===== config.mk =====
export PLATFORM = sky130hd
export DESIGN_NAME = free_look_camera_update
export DESIGN_NICKNAME = d
export VERILOG_FILES = /design/src/flcu_pkg.sv /design/src/flcu_mul.sv /design/src/flcu_ctrl.sv /design/src/free_look_camera_update.sv
export SDC_FILE = /design/constraint.sdc
export NUM_CORES = 2
export LEC_CHECK = 0
export ABC_AREA = 1
export BUFFER_PORTS_ARGS = -buffer_cell sky130_fd_sc_hd__buf_2
export CAP_MARGIN = 25
export CORE_ASPECT_RATIO = 1.4
export CORE_UTILIZATION = 45
export DETAILED_ROUTE_END_ITERATION = 7
export HOLD_SLACK_MARGIN = 0.08
export SYNTH_ARGS = -nofsm -noshare
export SYNTH_HDL_FRONTEND = slang
export SYNTH_HIERARCHICAL = 1
export SYNTH_SLANG_ARGS = --single-unit

===== constraint.sdc =====
create_clock -name clk -period 15.1 [get_ports clk]
set_input_delay 1.51 -clock clk [delete_from_list [all_inputs] [get_ports clk]]
set_output_delay 1.51 -clock clk [all_outputs]
set_load 0.02 [all_outputs]

===== src/flcu_pkg.sv =====
// Package for the free-look camera update block: widths, codes, sequencer types
// and the small arithmetic helpers used by the datapath.
// No dependencies.
package flcu_pkg;

	localparam int ANGLE_BITS      = 24;
	localparam int VEC_FRAC_BITS   = 14;
	localparam int QUARTER_BITS    = ANGLE_BITS - 2;
	localparam int VEC_W           = VEC_FRAC_BITS + 3;
	localparam int MUL_A_W         = (VEC_W > 18) ? VEC_W : 18;
	localparam int MUL_B_W         = 34;
	localparam int MUL_P_W         = MUL_A_W + MUL_B_W;
	localparam int DELTA_W         = 36;
	localparam int CFG_IDX_W       = 8;
	localparam int CFG_DATA_W      = 20;
	localparam int IN_W            = 48;
	localparam int OUT_W           = 192;

	localparam logic [CFG_IDX_W-1:0] REG_TURN_SPEED = 8'd0;
	localparam logic [CFG_IDX_W-1:0] REG_MOVE_SPEED = 8'd1;

	localparam logic [1:0] KEY_FORWARD = 2'd0;
	localparam logic [1:0] KEY_LEFT    = 2'd1;
	localparam logic [1:0] KEY_BACK    = 2'd2;
	localparam logic [1:0] KEY_RIGHT   = 2'd3;

	// sine argument source
	localparam logic [1:0] SEL_SIN_YAW   = 2'd0;
	localparam logic [1:0] SEL_COS_YAW   = 2'd1;
	localparam logic [1:0] SEL_SIN_PITCH = 2'd2;
	localparam logic [1:0] SEL_COS_PITCH = 2'd3;

	localparam logic [ANGLE_BITS-1:0] YAW_RESET = ANGLE_BITS'(3) << QUARTER_BITS;
	localparam logic [ANGLE_BITS-1:0] QUARTER   = ANGLE_BITS'(1) << QUARTER_BITS;

	localparam int SIN_RSH  = (VEC_FRAC_BITS < 16) ? 16 - VEC_FRAC_BITS : 0;
	localparam int SIN_LSH  = (VEC_FRAC_BITS > 16) ? VEC_FRAC_BITS - 16 : 0;
	localparam int SIN_HALF = (VEC_FRAC_BITS < 16) ? (1 << (15 - VEC_FRAC_BITS)) : 0;
	localparam int X_RSH    = (QUARTER_BITS >= 16) ? QUARTER_BITS - 16 : 0;
	localparam int X_LSH    = (QUARTER_BITS >= 16) ? 0 : 16 - QUARTER_BITS;

	typedef enum logic [1:0] {
		ST_IDLE,
		ST_ISSUE,
		ST_WB,
		ST_DONE
	} state_t;

	typedef enum logic [4:0] {
		OP_YAW,
		OP_PITCH,
		OP_SIN_SQ,
		OP_SIN_C1,
		OP_SIN_C2,
		OP_SIN_R,
		OP_FX,
		OP_FZ,
		OP_UX,
		OP_UZ,
		OP_UY_A,
		OP_UY_B,
		OP_STEP,
		OP_D_FX,
		OP_D_FY,
		OP_D_FZ,
		OP_D_RX,
		OP_D_RZ,
		OP_MOVE
	} op_t;

	typedef struct packed {
		op_t        op;
		logic [1:0] sel;
		logic [1:0] mv;
		logic       issue;
		logic       wb;
		logic       load_out;
	} ctl_t;

	// {negate, x}: x is the Q16 fraction of the quadrant, mirrored in odd quadrants
	function automatic logic [17:0] sine_arg(input logic [ANGLE_BITS-1:0] a);
		logic [QUARTER_BITS+16:0] wide;
		logic [16:0] x;
		wide = {17'b0, a[QUARTER_BITS-1:0]};
		x = 17'((wide << X_LSH) >> X_RSH);
		if (a[QUARTER_BITS])
			x = 17'h10000 - x;
		return {a[ANGLE_BITS-1], x};
	endfunction

	function automatic logic signed [VEC_W-1:0] sine_mag(input logic [18:0] r, input logic neg);
		logic [23:0] m;
		logic signed [VEC_W-1:0] v;
		m = ((24'(r) + 24'(SIN_HALF)) >> SIN_RSH) << SIN_LSH;
		v = VEC_W'(signed'({1'b0, m}));
		return neg ? -v : v;
	endfunction

	// round half up to VEC_FRAC_BITS
	function automatic logic signed [MUL_P_W-1:0] rnd_vec(input logic signed [MUL_P_W-1:0] v);
		logic signed [MUL_P_W-1:0] half;
		half = MUL_P_W'(1) << (VEC_FRAC_BITS - 1);
		return (v + half) >>> VEC_FRAC_BITS;
	endfunction

	function automatic logic signed [31:0] sat_add(input logic signed [31:0] p,
		input logic signed [DELTA_W-1:0] d);
		logic signed [DELTA_W:0] s;
		s = (DELTA_W+1)'(p) + (DELTA_W+1)'(d);
		if (s > (DELTA_W+1)'(32'sh7FFFFFFF))
			return 32'sh7FFFFFFF;
		else if (s < -(DELTA_W+1)'(33'sh080000000))
			return 32'sh80000000;
		else
			return 32'(s);
	endfunction

endpackage


===== src/flcu_mul.sv =====
// Shared signed multiplier of the camera update block, product registered.
// Depends on flcu_pkg.
module flcu_mul import flcu_pkg::*; (
	input  logic                      clk,
	input  logic                      en,
	input  logic signed [MUL_A_W-1:0] a,
	input  logic signed [MUL_B_W-1:0] b,
	output logic signed [MUL_P_W-1:0] p_q
);

	always_ff @(posedge clk) begin
		if (en)
			p_q <= MUL_P_W'(a) * MUL_P_W'(b);
	end

endmodule


===== src/flcu_ctrl.sv =====
// Sequencer of the camera update block: walks the operation list, each
// operation in an issue state, then a write back state. Depends on flcu_pkg.
module flcu_ctrl import flcu_pkg::*; (
	input  logic clk,
	input  logic arst_n,
	input  logic start,
	input  logic out_free,
	output logic ready,
	output ctl_t ctl
);

	state_t     state_q, state_d;
	op_t        op_q, op_d;
	logic [1:0] sel_q, sel_d;
	logic [1:0] mv_q, mv_d;

	always_ff @(posedge clk or negedge arst_n) begin
		if (!arst_n) begin
			state_q <= ST_IDLE;
			op_q    <= OP_YAW;
			sel_q   <= 2'd0;
			mv_q    <= 2'd0;
		end else begin
			state_q <= state_d;
			op_q    <= op_d;
			sel_q   <= sel_d;
			mv_q    <= mv_d;
		end
	end

	always_comb begin
		state_d      = state_q;
		op_d         = op_q;
		sel_d        = sel_q;
		mv_d         = mv_q;
		ctl.op       = op_q;
		ctl.sel      = sel_q;
		ctl.mv       = mv_q;
		ctl.issue    = 1'b0;
		ctl.wb       = 1'b0;
		ctl.load_out = 1'b0;
		ready        = 1'b0;
		unique case (state_q)
			ST_IDLE: begin
				ready = 1'b1;
				if (start) begin
					state_d = ST_ISSUE;
					op_d    = OP_YAW;
					sel_d   = 2'd0;
					mv_d    = 2'd0;
				end
			end
			ST_ISSUE: begin
				ctl.issue = 1'b1;
				state_d   = ST_WB;
			end
			ST_WB: begin
				ctl.wb  = 1'b1;
				state_d = ST_ISSUE;
				case (op_q)
					OP_SIN_R: begin
						if (sel_q == SEL_COS_PITCH) begin
							op_d  = OP_FX;
							sel_d = 2'd0;
						end else begin
							op_d  = OP_SIN_SQ;
							sel_d = sel_q + 2'd1;
						end
					end
					OP_MOVE: begin
						if (mv_q == KEY_RIGHT)
							state_d = ST_DONE;
						else
							mv_d = mv_q + 2'd1;
					end
					default: op_d = op_t'(op_q + 5'd1);
				endcase
			end
			ST_DONE: begin
				if (out_free) begin
					ctl.load_out = 1'b1;
					state_d      = ST_IDLE;
				end
			end
		endcase
	end

endmodule


===== src/free_look_camera_update.sv =====
// Top level of the free-look camera update block: input and config registers,
// camera state, operand selection and write back. Depends on flcu_pkg,
// flcu_ctrl and flcu_mul.
//
// Usage:
//   s_axis carries one frame per transaction: mouse deltas, elapsed time and
//   the four movement keys. m_axis returns one transaction per frame with the
//   new position (Q16.16) and the front and up vectors (Q2.14).
//   cfg writes turn_speed (index 0) or move_speed (index 1); other indexes are
//   dropped. cfg_ready is always high; write only while the block is idle.
// Sequence:
//   A frame runs as 34 operations, each issued to the one shared multiplier
//   and then written back, namely two angle updates, four sines of four
//   multiplies each, six vector products, the step product, five move deltas
//   and four saturating moves, after which the output register is loaded.
//   s_axis_tready stays low for that whole time, so the block takes no new
//   frame until it has finished the current one and returned to idle.
//   The result sits in an output register; the next frame is accepted while it
//   waits. If the receiver stalls, hold the finished frame in the sequencer
//   until the output register frees up.
// Reset:
//   arst_n clears the handshake state, sets yaw to minus ninety degrees, pitch
//   and position to zero, and the speeds to their defaults.
module free_look_camera_update import flcu_pkg::*; (
	input  logic                  clk,
	input  logic                  arst_n,
	input  logic                  s_axis_tvalid,
	output logic                  s_axis_tready,
	// mouse_dx, mouse_dy, elapsed_time, key_forward, key_left, key_back, key_right
	input  logic [IN_W-1:0]       s_axis_tdata,
	output logic                  m_axis_tvalid,
	input  logic                  m_axis_tready,
	// pos_x, pos_y, pos_z, front_x, front_y, front_z, up_x, up_y, up_z
	output logic [OUT_W-1:0]      m_axis_tdata,
	input  logic                  cfg_valid,
	output logic                  cfg_ready,
	input  logic [CFG_IDX_W-1:0]  cfg_index,
	input  logic [CFG_DATA_W-1:0] cfg_data
);

	ctl_t ctl;
	logic start, out_free, out_valid_q;

	// frame fields, captured on acceptance
	logic signed [11:0] dx_q, dy_q;
	logic [15:0]        et_q;
	logic [3:0]         keys_q;

	// configuration
	logic [19:0] ts_q;
	logic [15:0] ms_q;

	// camera state
	logic [ANGLE_BITS-1:0] yaw_q, pitch_q;
	logic signed [31:0]    pos_x_q, pos_y_q, pos_z_q;

	// working registers
	logic [16:0]                x2_q, t_q;
	logic signed [VEC_W-1:0]    sin_q [4];
	logic signed [VEC_W-1:0]    fx_q, fz_q, ux_q, uy_q, uz_q;
	logic signed [MUL_P_W-1:0]  acc_q;
	logic [31:0]                step_q;
	logic signed [DELTA_W-1:0]  d_fx_q, d_fy_q, d_fz_q, d_rx_q, d_rz_q;

	logic signed [MUL_A_W-1:0] mul_a;
	logic signed [MUL_B_W-1:0] mul_b;
	logic signed [MUL_P_W-1:0] prod;

	logic [ANGLE_BITS-1:0]   angle;
	logic [17:0]             arg;
	logic signed [VEC_W-1:0] sy, cy, sp, cp, rx, rz;
	logic signed [DELTA_W-1:0] mv_x, mv_y, mv_z;
	logic                    key;

	assign start     = s_axis_tvalid && s_axis_tready;
	assign out_free  = !out_valid_q || m_axis_tready;
	assign cfg_ready = 1'b1;

	flcu_ctrl u_ctrl (
		.clk      (clk),
		.arst_n   (arst_n),
		.start    (start),
		.out_free (out_free),
		.ready    (s_axis_tready),
		.ctl      (ctl)
	);

	flcu_mul u_mul (
		.clk (clk),
		.en  (ctl.issue),
		.a   (mul_a),
		.b   (mul_b),
		.p_q (prod)
	);

	assign sy = sin_q[SEL_SIN_YAW];
	assign cy = sin_q[SEL_COS_YAW];
	assign sp = sin_q[SEL_SIN_PITCH];
	assign cp = sin_q[SEL_COS_PITCH];
	// right = sign(cos pitch) * (-sin yaw, 0, cos yaw); zero counts as positive
	assign rx = cp[VEC_W-1] ? sy : -sy;
	assign rz = cp[VEC_W-1] ? -cy : cy;

	always_comb begin
		unique case (ctl.sel)
			SEL_SIN_YAW:   angle = yaw_q;
			SEL_COS_YAW:   angle = yaw_q + QUARTER;
			SEL_SIN_PITCH: angle = pitch_q;
			SEL_COS_PITCH: angle = pitch_q + QUARTER;
		endcase
	end
	assign arg = sine_arg(angle);

	// operand select for the shared multiplier
	always_comb begin
		mul_a = '0;
		mul_b = '0;
		case (ctl.op)
			OP_YAW: begin
				mul_a = MUL_A_W'(dx_q);
				mul_b = MUL_B_W'(ts_q);
			end
			OP_PITCH: begin
				mul_a = MUL_A_W'(dy_q);
				mul_b = MUL_B_W'(ts_q);
			end
			OP_SIN_SQ: begin
				mul_a = MUL_A_W'(arg[16:0]);
				mul_b = MUL_B_W'(arg[16:0]);
			end
			OP_SIN_C1: begin
				mul_a = MUL_A_W'(x2_q);
				mul_b = MUL_B_W'(17'd4639);
			end
			OP_SIN_C2: begin
				mul_a = MUL_A_W'(x2_q);
				mul_b = MUL_B_W'(t_q);
			end
			OP_SIN_R: begin
				mul_a = MUL_A_W'(arg[16:0]);
				mul_b = MUL_B_W'(t_q);
			end
			OP_FX: begin
				mul_a = MUL_A_W'(cy);
				mul_b = MUL_B_W'(cp);
			end
			OP_FZ: begin
				mul_a = MUL_A_W'(sy);
				mul_b = MUL_B_W'(cp);
			end
			OP_UX: begin
				mul_a = MUL_A_W'(rz);
				mul_b = MUL_B_W'(sp);
			end
			OP_UZ: begin
				mul_a = MUL_A_W'(rx);
				mul_b = MUL_B_W'(sp);
			end
			OP_UY_A: begin
				mul_a = MUL_A_W'(rz);
				mul_b = MUL_B_W'(fx_q);
			end
			OP_UY_B: begin
				mul_a = MUL_A_W'(rx);
				mul_b = MUL_B_W'(fz_q);
			end
			OP_STEP: begin
				mul_a = MUL_A_W'(ms_q);
				mul_b = MUL_B_W'(et_q);
			end
			OP_D_FX: begin
				mul_a = MUL_A_W'(fx_q);
				mul_b = MUL_B_W'(step_q);
			end
			OP_D_FY: begin
				mul_a = MUL_A_W'(sp);
				mul_b = MUL_B_W'(step_q);
			end
			OP_D_FZ: begin
				mul_a = MUL_A_W'(fz_q);
				mul_b = MUL_B_W'(step_q);
			end
			OP_D_RX: begin
				mul_a = MUL_A_W'(rx);
				mul_b = MUL_B_W'(step_q);
			end
			OP_D_RZ: begin
				mul_a = MUL_A_W'(rz);
				mul_b = MUL_B_W'(step_q);
			end
			default: begin
				mul_a = '0;
				mul_b = '0;
			end
		endcase
	end

	// move deltas for the key in turn; released keys add nothing
	always_comb begin
		key  = keys_q[ctl.mv];
		mv_x = '0;
		mv_y = '0;
		mv_z = '0;
		unique case (ctl.mv)
			KEY_FORWARD: begin
				mv_x = d_fx_q;
				mv_y = d_fy_q;
				mv_z = d_fz_q;
			end
			KEY_LEFT: begin
				mv_x = -d_rx_q;
				mv_z = -d_rz_q;
			end
			KEY_BACK: begin
				mv_x = -d_fx_q;
				mv_y = -d_fy_q;
				mv_z = -d_fz_q;
			end
			KEY_RIGHT: begin
				mv_x = d_rx_q;
				mv_z = d_rz_q;
			end
		endcase
		if (!key) begin
			mv_x = '0;
			mv_y = '0;
			mv_z = '0;
		end
	end

	// configuration writes; unknown indexes drop
	always_ff @(posedge clk or negedge arst_n) begin
		if (!arst_n) begin
			ts_q <= 20'd9321;
			ms_q <= 16'd1311;
		end else if (cfg_valid && cfg_ready) begin
			if (cfg_index == REG_TURN_SPEED)
				ts_q <= cfg_data[19:0];
			else if (cfg_index == REG_MOVE_SPEED)
				ms_q <= cfg_data[15:0];
		end
	end

	// frame capture
	always_ff @(posedge clk) begin
		if (start) begin
			dx_q   <= s_axis_tdata[11:0];
			dy_q   <= s_axis_tdata[23:12];
			et_q   <= s_axis_tdata[39:24];
			keys_q <= s_axis_tdata[43:40];
		end
	end

	// camera state: angles and position
	always_ff @(posedge clk or negedge arst_n) begin
		if (!arst_n) begin
			yaw_q   <= YAW_RESET;
			pitch_q <= '0;
			pos_x_q <= '0;
			pos_y_q <= '0;
			pos_z_q <= '0;
		end else if (ctl.wb) begin
			if (ctl.op == OP_YAW)
				yaw_q <= yaw_q + prod[ANGLE_BITS-1:0];
			if (ctl.op == OP_PITCH)
				pitch_q <= pitch_q + prod[ANGLE_BITS-1:0];
			if (ctl.op == OP_MOVE) begin
				pos_x_q <= sat_add(pos_x_q, mv_x);
				pos_y_q <= sat_add(pos_y_q, mv_y);
				pos_z_q <= sat_add(pos_z_q, mv_z);
			end
		end
	end

	// write back of the working registers
	always_ff @(posedge clk) begin
		if (ctl.wb) begin
			case (ctl.op)
				OP_SIN_SQ: x2_q <= prod[32:16];
				OP_SIN_C1: t_q  <= 17'd42047 - prod[32:16];
				OP_SIN_C2: t_q  <= 17'd102944 - prod[32:16];
				OP_SIN_R:  sin_q[ctl.sel] <= sine_mag(prod[34:16], arg[17]);
				OP_FX:     fx_q <= VEC_W'(rnd_vec(prod));
				OP_FZ:     fz_q <= VEC_W'(rnd_vec(prod));
				OP_UX:     ux_q <= VEC_W'(-rnd_vec(prod));
				OP_UZ:     uz_q <= VEC_W'(rnd_vec(prod));
				OP_UY_A:   acc_q <= prod;
				OP_UY_B:   uy_q <= VEC_W'(rnd_vec(acc_q - prod));
				OP_STEP:   step_q <= prod[31:0];
				OP_D_FX:   d_fx_q <= DELTA_W'(rnd_vec(prod));
				OP_D_FY:   d_fy_q <= DELTA_W'(rnd_vec(prod));
				OP_D_FZ:   d_fz_q <= DELTA_W'(rnd_vec(prod));
				OP_D_RX:   d_rx_q <= DELTA_W'(rnd_vec(prod));
				OP_D_RZ:   d_rz_q <= DELTA_W'(rnd_vec(prod));
				default: ;
			endcase
		end
	end

	// output register
	always_ff @(posedge clk or negedge arst_n) begin
		if (!arst_n)
			out_valid_q <= 1'b0;
		else if (ctl.load_out)
			out_valid_q <= 1'b1;
		else if (m_axis_tready)
			out_valid_q <= 1'b0;
	end

	always_ff @(posedge clk) begin
		if (ctl.load_out)
			m_axis_tdata <= {16'(uz_q), 16'(uy_q), 16'(ux_q),
				16'(fz_q), 16'(sp), 16'(fx_q), pos_z_q, pos_y_q, pos_x_q};
	end

	assign m_axis_tvalid = out_valid_q;

endmodule


==> results_dict.tcl <==
set metrics [dict create \
    run_status "finished, final reports clean" \
    postCtsSetupRepairBufs 0 \
    die_area_mm2 0.168 \
    layout_commonest_cell "nand2_1" \
    hold_violations 0 \
    grt_overflow 0 \
    synth_fp_nets 10100 \
    ctsRootBufferMaster "clkbuf_16" \
    setup_viol 0 \
    routed_wire_length_per_instance_um 22.8 \
    path_common_cell "nand2_1" \
    cts.repair.resized 0 \
    final_layout_size_suffix_gt1_share_pct 8.65 \
    die_w_um 347 \
    num-nets-final 10300 \
    worst_endpoint_data_arrival_time_ps 10420 \
    tns_ps 0 \
    cts_made_buffers 97 \
    grt_max_degree 91 \
    ys_warn_count 6 \
    worstPathRequired_ps 15580 \
    number_of_i_o_port_buffers 270 \
    cp-start-kind "register" \
    initial_core_utilization_pct 45.5 \
    grt_pass1_vias 62800 \
    placementRows 176 \
    place.detailed.hpwl_mm 210 \
    grtUsageTotal_pct 31.1 \
    insertion_delay_ps 800 \
    cts_max_level 3 \
    drt-initial-drc-count 4877 \
    core_area_mm2 0.165 \
    timing.critical_path.fanout_max 34 \
    min_path_type "reg2reg" \
    drt_pass1_iterations 8 \
    num-fill-cells 15900 \
    max_slew_margin_pct 19.0 \
    synth.cell_area_mm2 0.0749 \
    postRouteWirelength_mm 263 \
    actual_slew_at_the_worst_max_slew_pin_ps 1180 \
    clk_pin_slew_worst_paths_ps 70 \
    ctsLongestPathBuffers 3 \
    floorplan.die.height_um 485 \
    cts_tree "built" \
    post_layout_minimum_cycle_time_ps 9950 \
    use_met2_pct 55.3 \
    rsz0062_at_grt "no" \
    achievable-frequency_ghz 0.101 \
    final_util_pct 50.1 \
    antenna_violations_before_repair 24 \
    detail_route.drc_violations 0 \
    cts_hold_buffers 0 \
    multi_input_comb_area_mm2 0.0409 \
    global_route.usage.met3_pct 4.20 \
    place.gp.congestion 1.01 \
    areaGrowthSynthToFinish_pct 10.1 \
    grt.busiest_layer "met2" \
    final_antenna_net_count 0 \
    final-max-slew-violation-count 0 \
    detailroute.via_count 62400 \
    critical_path.endpoint_type "register" \
    worst-setup-path-type "reg2reg" \
    syn_area_per_cell_um2 8.27 \
    num_io_pins 276 \
    crit_path_max_cell_delay_ps 850 \
    worst_clock_skew_ps 77.2 \
    critical-path-slowest-cell "o21ai_0" \
    fin_hold_ws_ps 364 \
    post_synth_inst_count 9057 \
    min_period_over_period_pct 65.9 \
    clock_sink_count 904 \
    seq_area_mm2 0.0262 \
    viasPerCell 5.42 \
    first_pass_grt_wire_length_mm 388 \
    most-common-layout-cells "nand2_1, inv_1, edfxtp_1" \
    global_route_met1_utilization_pct 34.9 \
    max_cap_violations 0 \
]
## layout make-up
| cell class | instances | area share [%] |
|---|---|---|
| Multi-Input combinational cell | 6066 | 49.6 |
| Sequential cell | 904 | 31.8 |
| Inverter | 1814 | 8.26 |
| Tap cell | 2136 | 3.24 |
| Timing Repair Buffer | 403 | 3.10 |
| Clock buffer | 109 | 3.05 |
| Clock inverter | 72 | 0.948 |
| Antenna cell | 8 | 0.0243 |
## critical path, delay by kind of cell (launching register included)
family,cells,cell delay [ps]
adder cells (fa/ha/maj),7,3630
XOR/XNOR,1,750
buffers and inverters,5,750
flip-flops,1,330
AO/OA/AOI/OAI,3,1280
AND/OR/NAND/NOR,16,2840
## routing by layer
metal	up-vias	share of wire, %
met4	24	7.1
met5	-	0.058
met1	30300	36
met3	653	6.0
li1	29100	-
met2	2303	50
## path summary, 6_finish.rpt
check / from / endpoint / slack [ps] / cells after the start
max reg2reg: u_ctrl/sel_q[1] / u_mul/p_q[37] / 5150 / 32
min reg2reg: uy_q[0] / m_axis_tdata[160] / 360 / 0
max: u_ctrl/sel_q[1] / u_mul/p_q[37] / 5150 / 32
min in group asynchronous: arst_n / pos_x_q[6] / 760 / 1
max in group asynchronous: arst_n / pitch_q[15] / 12950 / 2
min: uy_q[0] / m_axis_tdata[160] / 360 / 0
## stage by stage
stage,std cells,setup slack (ps),area (um2)
after floorplan,9057,4750,74900
after detailed placement,11300,5250,79000
after global routing,11500,4780,82500
after global placement,11300,5290,78900
after CTS,11500,5180,82300
final,11500,5150,82500
## flip-flops by register name (all words and copies together), names as in the netlist, 20 cells and up
signal and cells:
pos_x_q 32, ts_q 20, sin_q 68, d_rz_q 36, u_mul/p_q 50, m_axis_tdata 192, d_fx_q 36, d_fz_q 36
step_q 32, pos_y_q 32, pos_z_q 32, acc_q 30, d_fy_q 36, yaw_q 24, d_rx_q 36, pitch_q 24
Power is not shown: default switching activity piles up to over one toggle a cycle in this logic, so the estimate is an artifact.
